[src/sv/tcphop_pkg.sv]
// ============================================================================
// tcphop_pkg
// Shared types and constants for the TCP header and option parser.
// ============================================================================
`default_nettype none

package tcphop_pkg;

    localparam int unsigned OUT_DATA_W = 176;

    localparam logic [5:0] FIXED_HDR_LEN = 6'd20;

    localparam logic [7:0] OPT_EOL = 8'd0;
    localparam logic [7:0] OPT_NOP = 8'd1;

    typedef enum logic [1:0] {
        REC_HEADER = 2'd0,
        REC_OPTION = 2'd1,
        REC_ERROR  = 2'd2
    } t_rec_kind;

    typedef enum logic [1:0] {
        ERR_NONE      = 2'd0,
        ERR_SHORT     = 2'd1,
        ERR_EXCEEDS   = 2'd2,
        ERR_BAD_OPT   = 2'd3
    } t_err_code;

    // option walk phase, one-hot
    typedef enum logic [3:0] {
        PH_IDLE = 4'b0001,
        PH_HDR  = 4'b0010,
        PH_KIND = 4'b0100,
        PH_LEN  = 4'b1000
    } t_phase;

    typedef struct packed {
        t_rec_kind   rec_kind;
        t_err_code   err_code;
        logic [15:0] source_port;
        logic [15:0] dest_port;
        logic [15:0] payload_length;
        logic [31:0] sequence_number;
        logic [31:0] ack_number;
        logic [15:0] window_size;
        logic [15:0] urgent_pointer;
        logic [7:0]  tcp_flags;
        logic [7:0]  option_kind;
        logic [7:0]  option_length;
    } t_rec;

    // fixed data length of known option kinds; others skip length minus two
    function automatic logic [7:0] opt_data_len(input logic [7:0] kind,
                                                input logic [7:0] len);
        logic [7:0] r;
        case (kind)
            8'd2, 8'd28:                      r = 8'd2;
            8'd3:                             r = 8'd1;
            8'd6, 8'd7, 8'd11, 8'd12, 8'd13:  r = 8'd4;
            8'd8:                             r = 8'd8;
            8'd19:                            r = 8'd16;
            8'd0, 8'd1, 8'd4:                 r = 8'd0;
            default:                          r = len - 8'd2;
        endcase
        return r;
    endfunction

endpackage

`default_nettype wire

[src/sv/tcp_header_option_parser.sv]
// ============================================================================
// tcp_header_option_parser
// TCP header capture and option walk, one header byte per transaction.
// ============================================================================
//
//  channel   dir  tdata                              tuser
//  s_axis    in   data_byte, segment_length          first_byte
//  m_axis    out  error_code .. option_length (176b) record_kind
//
//  One byte is accepted every cycle unless s_axis stalls; each byte updates
//  state and forms its result combinationally into the result register.
//  A result is held in the skid stage while the result register stays full.
//  Result register plus skid stage: s_axis stalls only when both are full.
//  Reset (i_rst_n low, synchronous) empties the output and idles the walk.
// ============================================================================
`default_nettype none

module tcp_header_option_parser (
    input  wire logic          i_clk,
    input  wire logic          i_rst_n,
    input  wire logic          i_s_axis_tvalid,
    output logic               o_s_axis_tready,
    // [7:0] data_byte, [23:8] segment_length
    input  wire logic [23:0]   i_s_axis_tdata,
    // [0] first_byte
    input  wire logic          i_s_axis_tuser,
    output logic               o_m_axis_tvalid,
    input  wire logic          i_m_axis_tready,
    // [1:0] error_code, [17:2] source_port, [33:18] dest_port,
    // [49:34] payload_length, [81:50] sequence_number, [113:82] ack_number,
    // [129:114] window_size, [145:130] urgent_pointer, [153:146] tcp_flags,
    // [161:154] option_kind, [169:162] option_length, [175:170] zero
    output logic [tcphop_pkg::OUT_DATA_W-1:0] o_m_axis_tdata,
    // [1:0] record_kind
    output logic [1:0]         o_m_axis_tuser
);

    logic             accept;
    logic             res_valid;
    tcphop_pkg::t_rec res;
    tcphop_pkg::t_rec out_rec;

    assign accept = i_s_axis_tvalid & o_s_axis_tready;

    tcphop_core u_core (
        .i_clk            (i_clk),
        .i_rst_n          (i_rst_n),
        .i_accept         (accept),
        .i_data_byte      (i_s_axis_tdata[7:0]),
        .i_first_byte     (i_s_axis_tuser),
        .i_segment_length (i_s_axis_tdata[23:8]),
        .o_res            (res),
        .o_res_valid      (res_valid)
    );

    tcphop_outbuf u_outbuf (
        .i_clk       (i_clk),
        .i_rst_n     (i_rst_n),
        .i_push      (accept & res_valid),
        .i_rec       (res),
        .o_ready     (o_s_axis_tready),
        .o_valid     (o_m_axis_tvalid),
        .i_pop_ready (i_m_axis_tready),
        .o_rec       (out_rec)
    );

    assign o_m_axis_tuser = out_rec.rec_kind;
    assign o_m_axis_tdata = {6'd0,
                             out_rec.option_length,
                             out_rec.option_kind,
                             out_rec.tcp_flags,
                             out_rec.urgent_pointer,
                             out_rec.window_size,
                             out_rec.ack_number,
                             out_rec.sequence_number,
                             out_rec.payload_length,
                             out_rec.dest_port,
                             out_rec.source_port,
                             out_rec.err_code};

endmodule

`default_nettype wire

[src/sv/tcphop_core.sv]
// ============================================================================
// tcphop_core
// Per-byte header capture and option walk; state registers plus next-state
// and result logic for one accepted byte.
// ============================================================================
`default_nettype none

module tcphop_core (
    input  wire logic              i_clk,
    input  wire logic              i_rst_n,
    input  wire logic              i_accept,
    input  wire logic [7:0]        i_data_byte,
    input  wire logic              i_first_byte,
    input  wire logic [15:0]       i_segment_length,
    output tcphop_pkg::t_rec       o_res,
    output logic                   o_res_valid
);

    logic [5:0]          r_byte_pos,  n_byte_pos;
    logic [5:0]          r_hdr_bytes, n_hdr_bytes;
    logic [15:0]         r_seg_len,   n_seg_len;
    logic [15:0]         r_src,       n_src;
    logic [15:0]         r_dst,       n_dst;
    logic [31:0]         r_seq,       n_seq;
    logic [31:0]         r_ack,       n_ack;
    logic [15:0]         r_win,       n_win;
    logic [15:0]         r_urg,       n_urg;
    logic [7:0]          r_flags,     n_flags;
    tcphop_pkg::t_phase  r_phase,     n_phase;
    logic [7:0]          r_pend,      n_pend;
    logic [5:0]          r_skip,      n_skip;
    logic [5:0]          r_obl,       n_obl;

    always_comb begin
        logic [7:0]  b;
        logic [5:0]  p;
        logic [7:0]  dl;
        logic [15:0] pay;

        b = i_data_byte;
        n_byte_pos  = r_byte_pos;
        n_hdr_bytes = r_hdr_bytes;
        n_seg_len   = r_seg_len;
        n_src       = r_src;
        n_dst       = r_dst;
        n_seq       = r_seq;
        n_ack       = r_ack;
        n_win       = r_win;
        n_urg       = r_urg;
        n_flags     = r_flags;
        n_phase     = r_phase;
        n_pend      = r_pend;
        n_skip      = r_skip;
        n_obl       = r_obl;
        o_res       = '0;
        o_res_valid = 1'b0;
        dl          = '0;
        pay         = '0;

        // a first byte abandons whatever segment was in progress
        if (i_first_byte) begin
            n_seg_len   = i_segment_length;
            n_byte_pos  = '0;
            n_hdr_bytes = '0;
            n_skip      = '0;
            n_obl       = '0;
            n_pend      = '0;
            n_phase     = tcphop_pkg::PH_HDR;
        end

        p = n_byte_pos;

        case (n_phase)
            tcphop_pkg::PH_HDR: begin
                n_byte_pos = p + 6'd1;
                if (p < 6'd2) begin
                    n_src = {n_src[7:0], b};
                end else if (p < 6'd4) begin
                    n_dst = {n_dst[7:0], b};
                end else if (p < 6'd8) begin
                    n_seq = {n_seq[23:0], b};
                end else if (p < 6'd12) begin
                    n_ack = {n_ack[23:0], b};
                end else if (p == 6'd12) begin
                    n_hdr_bytes = {b[7:4], 2'b00};
                    if (n_hdr_bytes < tcphop_pkg::FIXED_HDR_LEN) begin
                        n_phase = tcphop_pkg::PH_IDLE;
                        o_res_valid = 1'b1;
                        o_res.rec_kind = tcphop_pkg::REC_ERROR;
                        o_res.err_code = tcphop_pkg::ERR_SHORT;
                        o_res.payload_length = n_seg_len - {10'd0, n_hdr_bytes};
                    end
                end else if (p == 6'd13) begin
                    n_flags = b;
                end else if (p < 6'd16) begin
                    n_win = {n_win[7:0], b};
                end else if (p >= 6'd18) begin
                    n_urg = {n_urg[7:0], b};
                    if (p == 6'd19) begin
                        pay = n_seg_len - {10'd0, n_hdr_bytes};
                        o_res_valid = 1'b1;
                        o_res.source_port     = n_src;
                        o_res.dest_port       = n_dst;
                        o_res.payload_length  = pay;
                        o_res.sequence_number = n_seq;
                        o_res.ack_number      = n_ack;
                        o_res.window_size     = n_win;
                        o_res.urgent_pointer  = n_urg;
                        o_res.tcp_flags       = n_flags;
                        if ({10'd0, n_hdr_bytes} > n_seg_len) begin
                            n_phase = tcphop_pkg::PH_IDLE;
                            o_res.rec_kind = tcphop_pkg::REC_ERROR;
                            o_res.err_code = tcphop_pkg::ERR_EXCEEDS;
                        end else begin
                            n_obl  = n_hdr_bytes - tcphop_pkg::FIXED_HDR_LEN;
                            n_skip = '0;
                            n_phase = (n_obl != 6'd0) ? tcphop_pkg::PH_KIND
                                                      : tcphop_pkg::PH_IDLE;
                            o_res.rec_kind = tcphop_pkg::REC_HEADER;
                            o_res.err_code = tcphop_pkg::ERR_NONE;
                        end
                    end
                end
            end
            tcphop_pkg::PH_KIND: begin
                if (n_skip != 6'd0) begin
                    n_skip = n_skip - 6'd1;
                    n_obl  = n_obl - 6'd1;
                    if (n_obl == 6'd0) begin
                        n_phase = tcphop_pkg::PH_IDLE;
                    end
                end else if (b == tcphop_pkg::OPT_EOL) begin
                    n_phase = tcphop_pkg::PH_IDLE;
                    o_res_valid = 1'b1;
                    o_res.rec_kind = tcphop_pkg::REC_OPTION;
                    o_res.option_kind = b;
                    o_res.option_length = 8'd1;
                end else if (b == tcphop_pkg::OPT_NOP) begin
                    n_obl = n_obl - 6'd1;
                    if (n_obl == 6'd0) begin
                        n_phase = tcphop_pkg::PH_IDLE;
                    end
                    o_res_valid = 1'b1;
                    o_res.rec_kind = tcphop_pkg::REC_OPTION;
                    o_res.option_kind = b;
                    o_res.option_length = 8'd1;
                end else if (n_obl < 6'd2) begin
                    // kind with no room left for its length byte
                    n_phase = tcphop_pkg::PH_IDLE;
                    o_res_valid = 1'b1;
                    o_res.rec_kind = tcphop_pkg::REC_ERROR;
                    o_res.err_code = tcphop_pkg::ERR_BAD_OPT;
                    o_res.option_kind = b;
                end else begin
                    n_pend  = b;
                    n_obl   = n_obl - 6'd1;
                    n_phase = tcphop_pkg::PH_LEN;
                end
            end
            tcphop_pkg::PH_LEN: begin
                o_res_valid = 1'b1;
                o_res.option_kind = n_pend;
                o_res.option_length = b;
                if (b < 8'd2 || b > ({2'd0, n_obl} + 8'd1)) begin
                    n_phase = tcphop_pkg::PH_IDLE;
                    o_res.rec_kind = tcphop_pkg::REC_ERROR;
                    o_res.err_code = tcphop_pkg::ERR_BAD_OPT;
                end else begin
                    n_obl = n_obl - 6'd1;
                    dl = tcphop_pkg::opt_data_len(n_pend, b);
                    o_res.rec_kind = tcphop_pkg::REC_OPTION;
                    if (dl > {2'd0, n_obl}) begin
                        // fixed skip past the header end: stop without error
                        n_phase = tcphop_pkg::PH_IDLE;
                    end else begin
                        n_skip  = dl[5:0];
                        n_phase = (n_obl == 6'd0) ? tcphop_pkg::PH_IDLE
                                                  : tcphop_pkg::PH_KIND;
                    end
                end
            end
            default: begin
            end
        endcase
    end

    always_ff @(posedge i_clk) begin
        if (!i_rst_n) begin
            r_byte_pos  <= '0;
            r_hdr_bytes <= '0;
            r_seg_len   <= '0;
            r_src       <= '0;
            r_dst       <= '0;
            r_seq       <= '0;
            r_ack       <= '0;
            r_win       <= '0;
            r_urg       <= '0;
            r_flags     <= '0;
            r_phase     <= tcphop_pkg::PH_IDLE;
            r_pend      <= '0;
            r_skip      <= '0;
            r_obl       <= '0;
        end else if (i_accept) begin
            r_byte_pos  <= n_byte_pos;
            r_hdr_bytes <= n_hdr_bytes;
            r_seg_len   <= n_seg_len;
            r_src       <= n_src;
            r_dst       <= n_dst;
            r_seq       <= n_seq;
            r_ack       <= n_ack;
            r_win       <= n_win;
            r_urg       <= n_urg;
            r_flags     <= n_flags;
            r_phase     <= n_phase;
            r_pend      <= n_pend;
            r_skip      <= n_skip;
            r_obl       <= n_obl;
        end
    end

`ifndef NO_ASSERTIONS
    a_first_restarts: assert property (@(posedge i_clk) disable iff (!i_rst_n)
        i_accept && i_first_byte
        |=> r_phase == tcphop_pkg::PH_HDR && r_byte_pos == 6'd1)
        else $error("first byte did not restart header capture");

    a_walk_has_options: assert property (@(posedge i_clk) disable iff (!i_rst_n)
        (r_phase == tcphop_pkg::PH_KIND || r_phase == tcphop_pkg::PH_LEN)
        |-> r_hdr_bytes > tcphop_pkg::FIXED_HDR_LEN && r_obl != 6'd0)
        else $error("option walk active without option bytes");

    a_hdr_pos_bound: assert property (@(posedge i_clk) disable iff (!i_rst_n)
        r_phase == tcphop_pkg::PH_HDR |-> r_byte_pos < 6'd20)
        else $error("header byte position past fixed header");
`endif

endmodule

`default_nettype wire

[src/sv/tcphop_outbuf.sv]
// ============================================================================
// tcphop_outbuf
// Result register with a skid stage; upstream ready comes from a flop.
// ============================================================================
`default_nettype none

module tcphop_outbuf (
    input  wire logic              i_clk,
    input  wire logic              i_rst_n,
    input  wire logic              i_push,
    input  tcphop_pkg::t_rec       i_rec,
    output logic                   o_ready,
    output logic                   o_valid,
    input  wire logic              i_pop_ready,
    output tcphop_pkg::t_rec       o_rec
);

    tcphop_pkg::t_rec r_out, r_skid;
    logic             r_out_v, r_skid_v;
    logic             pop;

    assign pop     = r_out_v & i_pop_ready;
    assign o_ready = ~r_skid_v;
    assign o_valid = r_out_v;
    assign o_rec   = r_out;

    always_ff @(posedge i_clk) begin
        if (!i_rst_n) begin
            r_out_v  <= 1'b0;
            r_skid_v <= 1'b0;
        end else if (pop) begin
            if (r_skid_v) begin
                r_skid_v <= 1'b0;
            end else begin
                r_out_v <= i_push;
            end
        end else if (i_push) begin
            if (!r_out_v) begin
                r_out_v <= 1'b1;
            end else begin
                r_skid_v <= 1'b1;
            end
        end
    end

    always_ff @(posedge i_clk) begin
        if (pop) begin
            r_out <= r_skid_v ? r_skid : i_rec;
        end else if (i_push) begin
            if (!r_out_v) begin
                r_out <= i_rec;
            end else begin
                r_skid <= i_rec;
            end
        end
    end

`ifndef NO_ASSERTIONS
    a_skid_implies_out: assert property (@(posedge i_clk) disable iff (!i_rst_n)
        r_skid_v |-> r_out_v)
        else $error("skid entry held with empty output register");

    a_no_push_when_full: assert property (@(posedge i_clk) disable iff (!i_rst_n)
        i_push |-> !r_skid_v)
        else $error("result pushed while skid full");

    a_skid_drains_first: assert property (@(posedge i_clk) disable iff (!i_rst_n)
        r_skid_v && pop |=> r_out_v && !r_skid_v && r_out == $past(r_skid))
        else $error("skid entry not moved to output");
`endif

endmodule

`default_nettype wire
[config.mk]
export PLATFORM = sky130hd
export DESIGN_NAME = tcp_header_option_parser
export DESIGN_NICKNAME = d
export VERILOG_FILES = /design/src/sv/tcphop_pkg.sv /design/src/sv/tcp_header_option_parser.sv /design/src/sv/tcphop_core.sv /design/src/sv/tcphop_outbuf.sv
export SDC_FILE = /design/constraint.sdc
export NUM_CORES = 1
export LEC_CHECK = 0
export ABC_AREA = 0
export BUFFER_PORTS_ARGS = -buffer_cell sky130_fd_sc_hd__buf_2
export CORE_MARGIN = 2
export CORE_UTILIZATION = 50
export CTS_CLUSTER_SIZE = 40
export DETAILED_ROUTE_END_ITERATION = 16
export PLACE_DENSITY = 0.69
export SLEW_MARGIN = 20
export SYNTH_ARGS = -nofsm -noshare
export SYNTH_HDL_FRONTEND = slang
export SYNTH_SLANG_ARGS = --single-unit
export TNS_END_PERCENT = 1
[constraint.sdc]
create_clock -name i_clk -period 60 [get_ports i_clk]
set_input_delay 15 -clock i_clk [delete_from_list [all_inputs] [get_ports i_clk]]
set_output_delay 15 -clock i_clk [all_outputs]
set_load 0.05 [all_outputs]
==> reports/qor.yml <==
die:
  die_h_um: 220
  die-area_um2: 48200
  ios: 209
  die_w_um: 220
  initial_core_util_pct: 51.0
  rows: 78
  coreArea_um2: 45600
pwr:
  p_clk_share_pct: 46.4
  power_density_nw_per_um2: 28.8
  p_switching_mw: 0.159
  p_comb_share_pct: 3.5
  swShare_pct: 20.8
  p_leak_nw: 10.2
  intPower_mw: 0.605
  seqPwrFrac_pct: 50.2
  max-vdd-ir-drop_v: 0.0000194
setup_path:
  endpoint_kind: "flip-flop"
  cp.arrival_ns: 19.50
  critPathBufInv: 4
  start_kind: "input pin"
  cpMaxStageDelayCell: "buf_4"
  path_delay_family: "simple AND/OR/NAND/NOR gates"
  path_class: "in -> reg"
  path_max_fanout: 59
  worstPathRequired_ns: 60.22
  crit_top_cell: "buf_4"
  max_stage_delay_ns: 0.72
  r2r_setup_slack_ns: 55.19
  crit_chain: "buf_2 > buf_4 > nand2b_1 > ha_1 > nor3b_1 > nand4_1 > or3b_1 > nand2_1 > o31ai_1 > nor3_2 > buf_4 > buf_4"
routing:
  initialDrtViolationCount: 1321
  first_pass_iters: 5
  post-route-drc-count: 0
  wl_um: 56600
  wl_per_cell_um: 20.4
  ant_nets: 0
  vias: 16000
  post_drt_via_cell_ratio: 5.76
logic_synthesis:
  synthDominantAreaCellType: "edfxtp_1"
  ys.flop_type: "edfxtp_1"
  synth.distinct_cells: 88
  synth_top_cell_area_share_pct: 44.5
  ys_ff_latch: 526
  syn_inst: 1996
  async_reset_ff_share_pct: 0
  synth-edff-count: 344
  synth_warnings: 0
  seq_area_frac_synth_pct: 60.2
  yosys-top-cells-area: "edfxtp_1 44%, dfxtp_1 16%, mux2_2 7.7%, nand2_1 4.2%, and3_1 3.8%"
  avgSynthCellArea_um2: 11.6
  netlist_area_um2: 23200
global_routing:
  antenna_found_initial: 0
  grt_max_degree: 137
  grt_overflow_total: 0
  grt_pass1_vias: 15200
  grt_pass1_wl_um: 86800
  grt_use_total_pct: 23.1
timing:
  slew_violations: 0
  layout_setup_ws_ns: 40.72
  tightest_slew_ns: 1.11
  slew_headroom_pct: 25.8
  skew_ns: 0.0191
  finalCriticalPeriod_ns: 19.28
  fmax_mhz: 51.9
  hold_violations: 0
  fin_crit_sh_pct: 32.1
  rsz0062_at_grt: "false"
  tns_ns: 0
  setup_viol: 0
final_layout:
  syn2layout_area_growth_pct: 14.1
  final_common_cell: "edfxtp_1"
  diodes: 0
  finalNetCount: 2202
  drive_gt1_share_pct: 23.5
  final_cell_mix: "344 x edfxtp_1, 260 x nand2_1, 202 x buf_2"
place:
  dp_hpwl_um: 36000
  portBuffers: 202
  dp_slack_ns: 40.17
  gp_congestion: 0.896
status:
  outcome: "complete, no violations"
clock_network:
  clockBufferDepth: 3
  cts_resized: 0
  clk_latency_ns: 0.60
  cts_tree: "built"
  clockRootBuffer: "clkbuf_16"
  cts_made_buffers: 54
  htree_levels: 2
  cts_setup_buffers: 0
  hold_buffers: 0
  cts_sinks: 526
  clkSlewWorstSetupHoldPaths_ns: 0.06
worst_hold_path:
  hp-class: "reg -> reg"
job:
  cap_viol_max_count: 0
==> sequential cells by signal, summed over array words and instances, names as in the netlist, 16 cells and up <==
name	flops
u_core.r_ack	32
u_core.r_dst	16
u_core.r_seg_len	16
u_core.r_seq	32
u_core.r_src	16
u_core.r_win	16
u_outbuf.o_rec	172
u_outbuf.r_skid	172
==> metal layers <==
layer | track usage [%] | share of wire, % | vias up
li1 | - | - | 7544
met5 | 0 | 0 | -
met3 | 3.40 | 5.3 | 89
met4 | 6.22 | 2.1 | 0
met2 | 37.2 | 47 | 461
met1 | 32.8 | 45 | 7930
==> power by group through the flow <==
stage	logic, mW	registers, mW	clock network (mW)
4_1_cts	0.0261	0.383	0.361
5_1_grt	0.0288	0.383	0.375
2_1_floorplan	0.0187	0.391	0
3_3_place_gp	0.0257	0.391	0
6_report	0.0265	0.383	0.354
3_5_place_dp	0.0259	0.391	0
==> worst reg2reg max path, cell delays in order, from the launching register on <==
cell and delay, ns:
dfxtp_1 0.42, nand2b_1 0.25, inv_1 0.19, ha_1 0.24
nand3b_1 0.16, nor4_4 0.65, nand2_2 0.47, nand2_1 0.21
o31ai_1 0.18, nor3_2 0.19, buf_4 0.66, buf_4 0.80
==> area by class of cell <==
type / instances / area (um^2)
well taps: 600 / 751
flip-flops and latches: 526 / 14000
multi-input cells: 1309 / 8610
clock inverters: 34 / 435
inverters: 26 / 103
repair buffers: 221 / 1160
fillers: 3778 / 19100
clock buffers: 66 / 1450
==> synthesized netlist by cell type, types with 13 or more instances <==
library cell / count
edfxtp_1: 344
nand2_1: 260
dfxtp_1: 182
mux2_2: 159
nor2_1: 149
and3_1: 142
a21oi_1: 131
clkbuf_1: 105
mux2i_1: 52
o21ai_0: 35
ha_1: 33
nand3_1: 26
inv_1: 24
nand2b_1: 21
nor3_1: 19
a22oi_1: 17
buf_2: 17
o31ai_1: 14
a31oi_1: 13
xnor2_1: 13
==> path summary, 6_finish.rpt <==
kind                               from               endpoint  cells after the start
setup / recovery         i_s_axis_tuser   u_outbuf.r_skid[148]                     12
hold / removal    u_core.r_hdr_bytes[1]  u_core.r_hdr_bytes[1]                      2
setup reg to reg   u_core.r_byte_pos[1]   u_outbuf.r_skid[148]                     11
hold reg to reg   u_core.r_hdr_bytes[1]  u_core.r_hdr_bytes[1]                      2
==> metrics by stage <==
stage / utilization (%) / total power [mW] / cells / cell area (um^2) / hold WS (ns)
after floorplan: - / 0.409 / 2001 / 23200 / 0.416
after detailed placement: 54.0 / 0.417 / 2682 / 24600 / 0.425
final: 58.1 / 0.764 / 2782 / 26500 / 0.434
after CTS: 58.1 / 0.770 / 2782 / 26500 / 0.434
after global routing: 58.1 / 0.787 / 2782 / 26500 / 0.444
after global placement: 54.0 / 0.417 / 2682 / 24600 / 0.420
==> cell families (layout without fill, tap and decap cells) <==
kind of cell / count (synthesis) / count (layout) / synth area share [%]
buffers and inverters: 166 / 347 / 3.05
and+or+nand+nor: 723 / 723 / 15.5
xor gates and xnor gates: 24 / 24 / 0.905
other: 1 / 6 / 0.0161
adders and majority gates: 35 / 35 / 1.95
muxes: 212 / 212 / 10.0
AOI/OAI and AO/OA: 309 / 309 / 8.43
DFF: 526 / 526 / 60.2
Power figures use the tool's default switching activity.
